<file path="src/rrl_pkg.sv">
// ----------------------------------------------------------------------------
// Run/lumi range list package
// Shared widths, codes, character constants and the types that pass between
// the front end and the back end of the range list parser.
// ----------------------------------------------------------------------------
package rrl_pkg;

   // Field widths of the item channels.
   localparam int REQ_BITS       = 2;
   localparam int CHAR_BITS      = 8;
   localparam int RUN_BITS       = 24;
   localparam int LUMI_BITS      = 16;
   localparam int STATUS_BITS    = 2;
   localparam int COUNT_OUT_BITS = 9;

   // Default table depth for the top level.
   localparam int MAX_RANGES_DEF = 256;

   // The number accumulator must hold the wider of the two number kinds.
   localparam int ACC_W     = (RUN_BITS > LUMI_BITS) ? RUN_BITS : LUMI_BITS;
   localparam int DIGIT_W   = 4;
   localparam int DIGIT_BASE = 10;

   // Depth of the queue between the front end and the back end.
   localparam int QUEUE_DEPTH = 2;
   localparam int QUEUE_PTR_W = $clog2(QUEUE_DEPTH);
   localparam int QUEUE_LVL_W = $clog2(QUEUE_DEPTH + 1);

   // Text characters that the parser reacts to.
   localparam logic [CHAR_BITS-1:0] CH_LBRACE = 8'h7B;
   localparam logic [CHAR_BITS-1:0] CH_RBRACE = 8'h7D;
   localparam logic [CHAR_BITS-1:0] CH_QUOTE  = 8'h22;
   localparam logic [CHAR_BITS-1:0] CH_COLON  = 8'h3A;
   localparam logic [CHAR_BITS-1:0] CH_LBRACK = 8'h5B;
   localparam logic [CHAR_BITS-1:0] CH_RBRACK = 8'h5D;
   localparam logic [CHAR_BITS-1:0] CH_COMMA  = 8'h2C;
   localparam logic [CHAR_BITS-1:0] CH_ZERO   = 8'h30;
   localparam logic [CHAR_BITS-1:0] CH_NINE   = 8'h39;
   localparam logic [CHAR_BITS-1:0] CH_SPACE  = 8'h20;
   localparam logic [CHAR_BITS-1:0] CH_TAB    = 8'h09;
   localparam logic [CHAR_BITS-1:0] CH_CR     = 8'h0D;

   typedef enum logic [REQ_BITS-1:0] {
      REQ_LOAD  = 2'd0,
      REQ_QUERY = 2'd1,
      REQ_CLEAR = 2'd2,
      REQ_NOP   = 2'd3
   } req_kind_type;

   typedef enum logic [STATUS_BITS-1:0] {
      ST_BUSY  = 2'd0,
      ST_DONE  = 2'd1,
      ST_ERROR = 2'd2
   } status_type;

   typedef enum logic [3:0] {
      CC_SPACE  = 4'd0,
      CC_DIGIT  = 4'd1,
      CC_LBRACE = 4'd2,
      CC_RBRACE = 4'd3,
      CC_QUOTE  = 4'd4,
      CC_COLON  = 4'd5,
      CC_LBRACK = 4'd6,
      CC_RBRACK = 4'd7,
      CC_COMMA  = 4'd8,
      CC_OTHER  = 4'd9
   } char_class_type;

   // One classified item as it waits in the queue.
   typedef struct packed {
      req_kind_type           kind;
      char_class_type         cclass;
      logic [DIGIT_W-1:0]     digit;
      logic [RUN_BITS-1:0]    run;
      logic [LUMI_BITS-1:0]   lumi;
   } work_item_type;

   // Head of the queue as the back end sees it.
   typedef struct packed {
      logic          valid;
      work_item_type item;
   } fq_head_type;

   // One stored range record.
   typedef struct packed {
      logic [RUN_BITS-1:0]  run;
      logic [LUMI_BITS-1:0] first;
      logic [LUMI_BITS-1:0] last;
   } range_rec_type;

endpackage

</file>
<file path="src/rrl_if.sv">
// ----------------------------------------------------------------------------
// Run/lumi range list channels
// Valid/ready channels for request items and response items.
// ----------------------------------------------------------------------------
interface rrl_req_if;
   logic                             valid;
   logic                             ready;
   logic [rrl_pkg::REQ_BITS-1:0]     req_type;
   logic [rrl_pkg::CHAR_BITS-1:0]    char_code;
   logic [rrl_pkg::RUN_BITS-1:0]     query_run;
   logic [rrl_pkg::LUMI_BITS-1:0]    query_lumi;

   modport source(output valid, output req_type, output char_code, output query_run,
                  output query_lumi, input ready);
   modport sink(input valid, input req_type, input char_code, input query_run,
                input query_lumi, output ready);
endinterface


</file>
<file path="src/rrl_front.sv">
// ----------------------------------------------------------------------------
// Run/lumi range list front end
// Accepts request items, classifies the text character and queues the item.
// ----------------------------------------------------------------------------
module rrl_front (
   input  logic                 clock,
   input  logic                 reset,
   rrl_req_if.sink              req_ch,
   output rrl_pkg::fq_head_type head,
   input  logic                 pop
);

   function automatic rrl_pkg::char_class_type classify(
      input logic [rrl_pkg::CHAR_BITS-1:0] c);
      rrl_pkg::char_class_type cc;
      priority if (c == rrl_pkg::CH_SPACE || (c >= rrl_pkg::CH_TAB && c <= rrl_pkg::CH_CR))
         cc = rrl_pkg::CC_SPACE;
      else if (c >= rrl_pkg::CH_ZERO && c <= rrl_pkg::CH_NINE)
         cc = rrl_pkg::CC_DIGIT;
      else if (c == rrl_pkg::CH_LBRACE) cc = rrl_pkg::CC_LBRACE;
      else if (c == rrl_pkg::CH_RBRACE) cc = rrl_pkg::CC_RBRACE;
      else if (c == rrl_pkg::CH_QUOTE)  cc = rrl_pkg::CC_QUOTE;
      else if (c == rrl_pkg::CH_COLON)  cc = rrl_pkg::CC_COLON;
      else if (c == rrl_pkg::CH_LBRACK) cc = rrl_pkg::CC_LBRACK;
      else if (c == rrl_pkg::CH_RBRACK) cc = rrl_pkg::CC_RBRACK;
      else if (c == rrl_pkg::CH_COMMA)  cc = rrl_pkg::CC_COMMA;
      else                              cc = rrl_pkg::CC_OTHER;
      return cc;
   endfunction

   rrl_pkg::work_item_type                q_mem_ff [rrl_pkg::QUEUE_DEPTH];
   logic [rrl_pkg::QUEUE_PTR_W-1:0]       wr_ptr_ff, wr_ptr_in;
   logic [rrl_pkg::QUEUE_PTR_W-1:0]       rd_ptr_ff, rd_ptr_in;
   logic [rrl_pkg::QUEUE_LVL_W-1:0]       level_ff, level_in;
   rrl_pkg::work_item_type                new_item;
   logic [rrl_pkg::CHAR_BITS-1:0]         digit_full;
   logic                                  push;

   always_comb begin
      digit_full        = req_ch.char_code - rrl_pkg::CH_ZERO;
      new_item.kind     = rrl_pkg::req_kind_type'(req_ch.req_type);
      new_item.cclass   = classify(req_ch.char_code);
      new_item.digit    = digit_full[rrl_pkg::DIGIT_W-1:0];
      new_item.run      = req_ch.query_run;
      new_item.lumi     = req_ch.query_lumi;
   end

   assign req_ch.ready = (level_ff != rrl_pkg::QUEUE_LVL_W'(rrl_pkg::QUEUE_DEPTH));
   assign push         = req_ch.valid && req_ch.ready;

   assign head.valid = (level_ff != '0);
   assign head.item  = q_mem_ff[rd_ptr_ff];

   always_comb begin
      wr_ptr_in = wr_ptr_ff;
      rd_ptr_in = rd_ptr_ff;
      level_in  = level_ff;
      if (push) begin
         wr_ptr_in = (wr_ptr_ff == rrl_pkg::QUEUE_PTR_W'(rrl_pkg::QUEUE_DEPTH - 1)) ?
                     '0 : wr_ptr_ff + 1'b1;
      end
      if (pop) begin
         rd_ptr_in = (rd_ptr_ff == rrl_pkg::QUEUE_PTR_W'(rrl_pkg::QUEUE_DEPTH - 1)) ?
                     '0 : rd_ptr_ff + 1'b1;
      end
      unique case ({push, pop})
         2'b10:   level_in = level_ff + 1'b1;
         2'b01:   level_in = level_ff - 1'b1;
         default: level_in = level_ff;
      endcase
   end

   always_ff @(posedge clock) begin
      if (reset) begin
         wr_ptr_ff <= '0;
         rd_ptr_ff <= '0;
         level_ff  <= '0;
      end else begin
         wr_ptr_ff <= wr_ptr_in;
         rd_ptr_ff <= rd_ptr_in;
         level_ff  <= level_in;
      end
   end

   always_ff @(posedge clock) begin
      if (push) begin
         q_mem_ff[wr_ptr_ff] <= new_item;
      end
   end

endmodule

</file>
<file path="src/flat_wrapper.sv">
// flat-port wrapper written by rule: the top's interface ports become plain ports
module rrl_front_flat 
  (clock, reset, head, pop, req_ch_valid, req_ch_req_type, req_ch_char_code, req_ch_query_run, req_ch_query_lumi, req_ch_ready);
  rrl_req_if req_ch_i ();
  input  logic clock;
  input  logic reset;
  output rrl_pkg::fq_head_type head;
  input  logic pop;
  input wire logic [$bits(req_ch_i.valid)-1:0] req_ch_valid;
  input wire logic [$bits(req_ch_i.req_type)-1:0] req_ch_req_type;
  input wire logic [$bits(req_ch_i.char_code)-1:0] req_ch_char_code;
  input wire logic [$bits(req_ch_i.query_run)-1:0] req_ch_query_run;
  input wire logic [$bits(req_ch_i.query_lumi)-1:0] req_ch_query_lumi;
  output wire logic [$bits(req_ch_i.ready)-1:0] req_ch_ready;
  assign req_ch_i.valid = req_ch_valid;
  assign req_ch_i.req_type = req_ch_req_type;
  assign req_ch_i.char_code = req_ch_char_code;
  assign req_ch_i.query_run = req_ch_query_run;
  assign req_ch_i.query_lumi = req_ch_query_lumi;
  assign req_ch_ready = req_ch_i.ready;
  rrl_front u_core (.clock(clock), .reset(reset), .req_ch(req_ch_i), .head(head), .pop(pop));
endmodule
</file>
<file path="config.mk">
export PLATFORM = sky130hd
export DESIGN_NAME = rrl_front_flat
export DESIGN_NICKNAME = d
export VERILOG_FILES = /design/src/rrl_pkg.sv /design/src/rrl_if.sv /design/src/rrl_front.sv /design/src/flat_wrapper.sv
export SDC_FILE = /design/constraint.sdc
export NUM_CORES = 1
export LEC_CHECK = 0
export CORE_MARGIN = 2
export CORE_UTILIZATION = 51
export CTS_BUF_LIST = sky130_fd_sc_hd__clkbuf_8
export DETAILED_ROUTE_END_ITERATION = 16
export DONT_BUFFER_PORTS = 1
export GPL_TIMING_DRIVEN = 0
export HOLD_SLACK_MARGIN = 0.02
export PLACE_DENSITY = 0.66
export SLEW_MARGIN = 20
export SYNTH_ARGS = -nofsm -noshare
export SYNTH_HDL_FRONTEND = slang
export SYNTH_SLANG_ARGS = --single-unit
</file>
<file path="constraint.sdc">
create_clock -name clock -period 9.06 [get_ports clock]
set_input_delay 0.906 -clock clock [delete_from_list [all_inputs] [get_ports clock]]
set_output_delay 0.906 -clock clock [all_outputs]
set_load 0.1 [all_outputs]
</file>
# ---- Word-level counts from Yosys, hierarchy flattened
# Memories as Yosys holds them, arrays and structs flattened. A register that Yosys moved wholly into a read port is not among the register bits.
# Cells that the tools add are included.
# Widths: inputs -> output; s select.
dict set report classes {
  n_lt_le_gt_ge 4
  div 0
  n_eq_ne 11
  shifts 0
  bitwise 0
  n_mul 0
  muxes 16
  add_sub_neg 5
  reduce_logical 6
}
# op n
set ops {}
lappend ops {{$eq 8x6->1 const B} 4}
lappend ops {{$eq 8x7->1 const B} 4}
lappend ops {{$mux 4} 8}
lappend ops {{$ge 8x4->1 const B} 1}
lappend ops {{$ge 8x6->1 const B} 1}
lappend ops {{$le 8x4->1 const B} 1}
lappend ops {{$le 8x6->1 const B} 1}
lappend ops {{$mux 1} 7}
lappend ops {{$pmux 2 s2} 1}
lappend ops {{$reduce_bool 2->1} 2}
lappend ops {{$sub 4x1->4 const B} 1}
lappend ops {{$logic_and 1x1->1} 3}
lappend ops {{$add 1x1->1 const B} 2}
lappend ops {{$add 2x1->2 const B} 1}
lappend ops {{$eq 2x1->1 const B} 1}
lappend ops {{$eq 2x2->1 const B} 1}
lappend ops {{$ne 2x2->1 const B} 1}
lappend ops {{$sub 2x1->2 const B} 1}
lappend ops {{$logic_or 1x1->1} 1}
dict set report word_totals {
  n_memories 1
  regBits 4
  mem_bits_ro 0
  ram_bits 100
  latchBits 0
  out_inout_bits 52
  in_bits 54
}
# name words word_bits read_ports rd_clocked_by_memory_dff write_ports line
set memory_table {}
lappend memory_table {u_core.q_mem_ff 2 50 1 1 1 rrl_front.sv:31} ;# rrl_pkg::work_item_type q_mem_ff [rrl_pkg::QUEUE_DEPTH];

# ---- Logic depth before layout (Yosys ltp)
dict set report logic_depth {
  depth_word 10
  ltp_mapped 6
  ltp_nobuf 6
}

# ---- Worst setup path before layout
# OpenSTA, ideal clock, no wires.
dict set report synth_path {
  path_type {reg2reg}
  startpoint {register u_core.level_ff[0] (netlist bit)}
  endpoint {memory u_core.q_mem_ff[0][0] (netlist bit), enable pin}
  n_path_buf 0
  setup_slack_ns 5.024
  arrival_ns 3.578
  period_less_slack_ns 4.036
  stages_incl_launch_ff 4
  cell_sequence {dfxtp_1 nand2b_1 nand2_1 nor2_1}
}
dict set report synth_between {
  elab_chain_cells 4
}
# item line
set synth_lines {}
lappend synth_lines {{from (decl)} rrl_front.sv:34} ;# logic [rrl_pkg::QUEUE_LVL_W-1:0] level_ff, level_in;
lappend synth_lines {{from (signal assigned)} rrl_front.sv:81} ;# level_ff <= level_in;
lappend synth_lines {{$ne 2x2->1} rrl_front.sv:48} ;# assign req_ch.ready = (level_ff != rrl_pkg::QUEUE_LVL_W'(rrl_pkg::QUEUE_DEPTH));
lappend synth_lines {{net req_ch_ready} flat_wrapper.sv:14} ;# output wire logic [$bits(req_ch_i.ready)-1:0] req_ch_ready;
lappend synth_lines {{$logic_and 1x1->1} rrl_front.sv:49} ;# assign push = req_ch.valid && req_ch.ready;
lappend synth_lines {{$mux 1} rrl_front.sv:86} ;# if (push) begin
lappend synth_lines {{$mux 1 (implied by the code)} rrl_front.sv:87} ;# q_mem_ff[wr_ptr_ff] <= new_item;
lappend synth_lines {{to (decl)} rrl_front.sv:31}
# The timed path passes the listed nets, and every way through them passes these cells.

==> results.md <==
- Root Buffer: clkbuf_8
- Combinational Power Share: 0.310
- Post-CTS Resized: 0
- Fillers: 620
- Max transition margin: 0.283
- Die Ht: 92.7 µm
- Power per Cell Area: 280 nW/µm²
- Switching share of total power: 0.394
- Core area: 7690 µm²
- CP required: 8150 ps
- Most common cell after layout, fill and taps aside: edfxtp_1
- CTS Hold Bufs: 0
- Initial antenna violation count: 0
- Number of global-route vias before repair: 1,823
- Die area: 8590 µm²
- Total clock sinks: 105
- Layout area overhead: 8.49%
- Clock power share: 0.197
- Peak supply drop: 0.118 mV
- Via count: 1,810
- Setup-failing EPs final: 0
- Seq/Total Area, Yosys: 0.774
- Hold Path Class: flip-flop to flip-flop
- CTS tree: built
- Initial core utilization: 0.521
- Gp weighted congestion: 0.807
- Hold depth: 2
- Most frequent cells in the layout: edfxtp_1 (100), mux2_2 (50), clkbuf_8 (9), nand2b_1 (7), buf_2 (6)
- Fmax: 370 MHz
- Maxcap violations: 0
- Sequential power share: 0.493
- Finished Cell Area: 4350 µm²
- Setup Buffers After CTS: 0
- TNS Setup: 0 ps
- Hold Fails Final Rpt: 0
- 1st-pass router iterations: 4
- Period utilization: 0.298
- CP max FO: 10
- Gr usage total: 0.148
- Yosys warns: 0
- Layout Nets: 276
- Final slew viol count: 0
- Status: finished, final reports clean
- Unique masters post-synth: 32
- Reg-to-reg endpoint: u_core.q_mem_ff[0][38]
- Area of the multi-input gates: 881 µm²
- Detailed Route WL: 6200 µm
- Hold endpoint: u_core.level_ff[1]
- LEAKAGE: 1.40 nW
- Via density per instance: 5.54
- NetSw: 0.481 mW
- I/O pin cnt: 106
- Clk_lat worst skew: 350 ps
- Post-synthesis cell count: 208
- Mean area per synthesized cell: 19.3 µm²
- N_diodes: 0
- Total Power: 1.22 mW
- Die Wd: 92.7 µm
- Num CTS Buffers: 9
- Hold WS: 496 ps
- Reg2reg setup slack: 6510 ps
- Post-layout min period: 2700 ps
- Worst-Margin Slew: 1070 ps
- Share of layout cells above drive strength 1: 0.329
- Total congestion overflow: 0
- Int Pwr: 0.739 mW
- Critical path type: flip-flop to output pin
- DRC Markers: 0
- Clock transition at path regs: 90 ps
- Post-route ant nets: 0
- RSZ-0062 raised after global routing: no
- FF+latch area: 3100 µm²
- Clock skew: 8.85 ps
- Synth Cell Area: 4010 µm²
- R2R Path Start: u_core.level_ff[0]
- Worst reg-to-reg path cell count: 5
- Critical Path AT: 1800 ps
- Flops & latches, synth: 105
- Post-Syn Nets: 263
- Max Root-Sink Buffers: 2
- Port buffer count: 0
- DP HPWL: 4100 µm
- Hold_sp: u_core.level_ff[1]
- First-pass GRT wire length: 9340 µm
- Core Rows: 32
- Critical Path Start Type: flip-flop
- Avg WL per Cell: 19.0 µm
- Pin count of the biggest net entering global routing: 51
- Placed cell area: 4190 µm²
- Worst setup EP type: output pin
- Placed Cells: 312
- Detailed Route Iter0 Violations: 57
- Htree depth: 3
- Cell Count, Final, Fillers Out: 327
[synth_stat cells (all sizes together)]
library cell / count / share of area
nor2b: 1 / 0.0016
and3: 1 / 0.0016
o21bai: 1 / 0.0019
o21ai: 1 / 0.0012
nand3b: 2 / 0.0037
o32ai: 1 / 0.0022
or4b: 1 / 0.0025
nor4: 1 / 0.0016
clkbuf: 1 / 0.00094
buf: 6 / 0.0075
nor4bb: 1 / 0.0025
or3: 2 / 0.0031
or2: 2 / 0.0031
ha: 1 / 0.0031
a211oi: 2 / 0.0037
edfxtp: 100 / 0.75
o22ai: 1 / 0.0016
mux2: 50 / 0.14
inv: 1 / 0.00094
nor4b: 1 / 0.0022
dfxtp: 5 / 0.025
o311a: 1 / 0.0025
nand3: 1 / 0.0012
nand2b: 7 / 0.011
o2111ai: 1 / 0.0022
nand2: 1 / 0.00094
a21oi: 2 / 0.0025
xnor2: 2 / 0.0044
nor3: 1 / 0.0012
xor2: 3 / 0.0066
nor2: 6 / 0.0056
o32a: 1 / 0.0025
[power groups by stage]
stage / Sequential (mW) / Clock (mW) / Combinational, mW
2_1_floorplan: 0.612 / 0 / 0.349
3_3_place_gp: 0.616 / 0 / 0.372
3_5_place_dp: 0.613 / 0 / 0.381
4_1_cts: 0.602 / 0.251 / 0.381
5_1_grt: 0.606 / 0.271 / 0.389
6_report: 0.601 / 0.240 / 0.378
[worst max-delay path by stage]
stage                     cells past startpoint          startpoint                      to  slack, ps
after floorplan                               3  u_core.level_ff[0]   u_core.q_mem_ff[0][0]       5020
after global placement                        3  u_core.level_ff[0]   u_core.q_mem_ff[0][9]       3730
after detailed placement                      5  u_core.level_ff[0]  u_core.q_mem_ff[0][28]       6500
after CTS                                     3           flip-flop                 head[0]       6280
after global routing                          3           flip-flop                head[42]       6210
final                                         3           flip-flop                head[46]       6360
[area by class of cell]
class | count | area share
clock buffers | 9 | 0.0285
plain buffers | 7 | 0.00777
inverters | 1 | 0.000863
well taps | 102 | 0.0293
flip-flops and latches | 105 | 0.713
repair buffers | 2 | 0.00921
multi-input cells | 95 | 0.203
clock inverters | 6 | 0.00834
[sequential cells by signal (all words and copies together), names as in the netlist, named ones only]
name / count
u_core.q_mem_ff: 100
u_core.level_ff: 2
u_core.wr_ptr_ff: 1
u_core.rd_ptr_ff: 1
[critical path: stages (launching register included)]
cell and delay, ps:
dfxtp_1 310, clkbuf_1 220, buf_2 320, mux2_2 600
[stage by stage]
stage,setup WS [ps],utilization
global placement,3730,0.538
floorplan,5020,-
global route,6210,0.566
detailed placement,6500,0.545
finish,6360,0.566
CTS,6280,0.566
[kinds of logic after synthesis]
group | after synthesis | share of synthesized area
AOI/OAI and AO/OA | 11 | 0.0203
and+or+nand+nor | 28 | 0.0418
buffers and inverters | 8 | 0.00936
DFF | 105 | 0.774
adders and majority gates | 1 | 0.00312
muxes | 50 | 0.140
xor gates and xnor gates | 5 | 0.0109
[layer usage]
layer,vias to the layer above,track usage,share of wire,wire [µm]
li1,837,-,-,-
met1,902,0.164,0.37,2280
met2,61,0.258,0.54,3320
met3,10,0.0464,0.072,446
met4,0,0.0711,0.024,150
met5,-,0,0,0
Power figures use the tool's default switching activity.
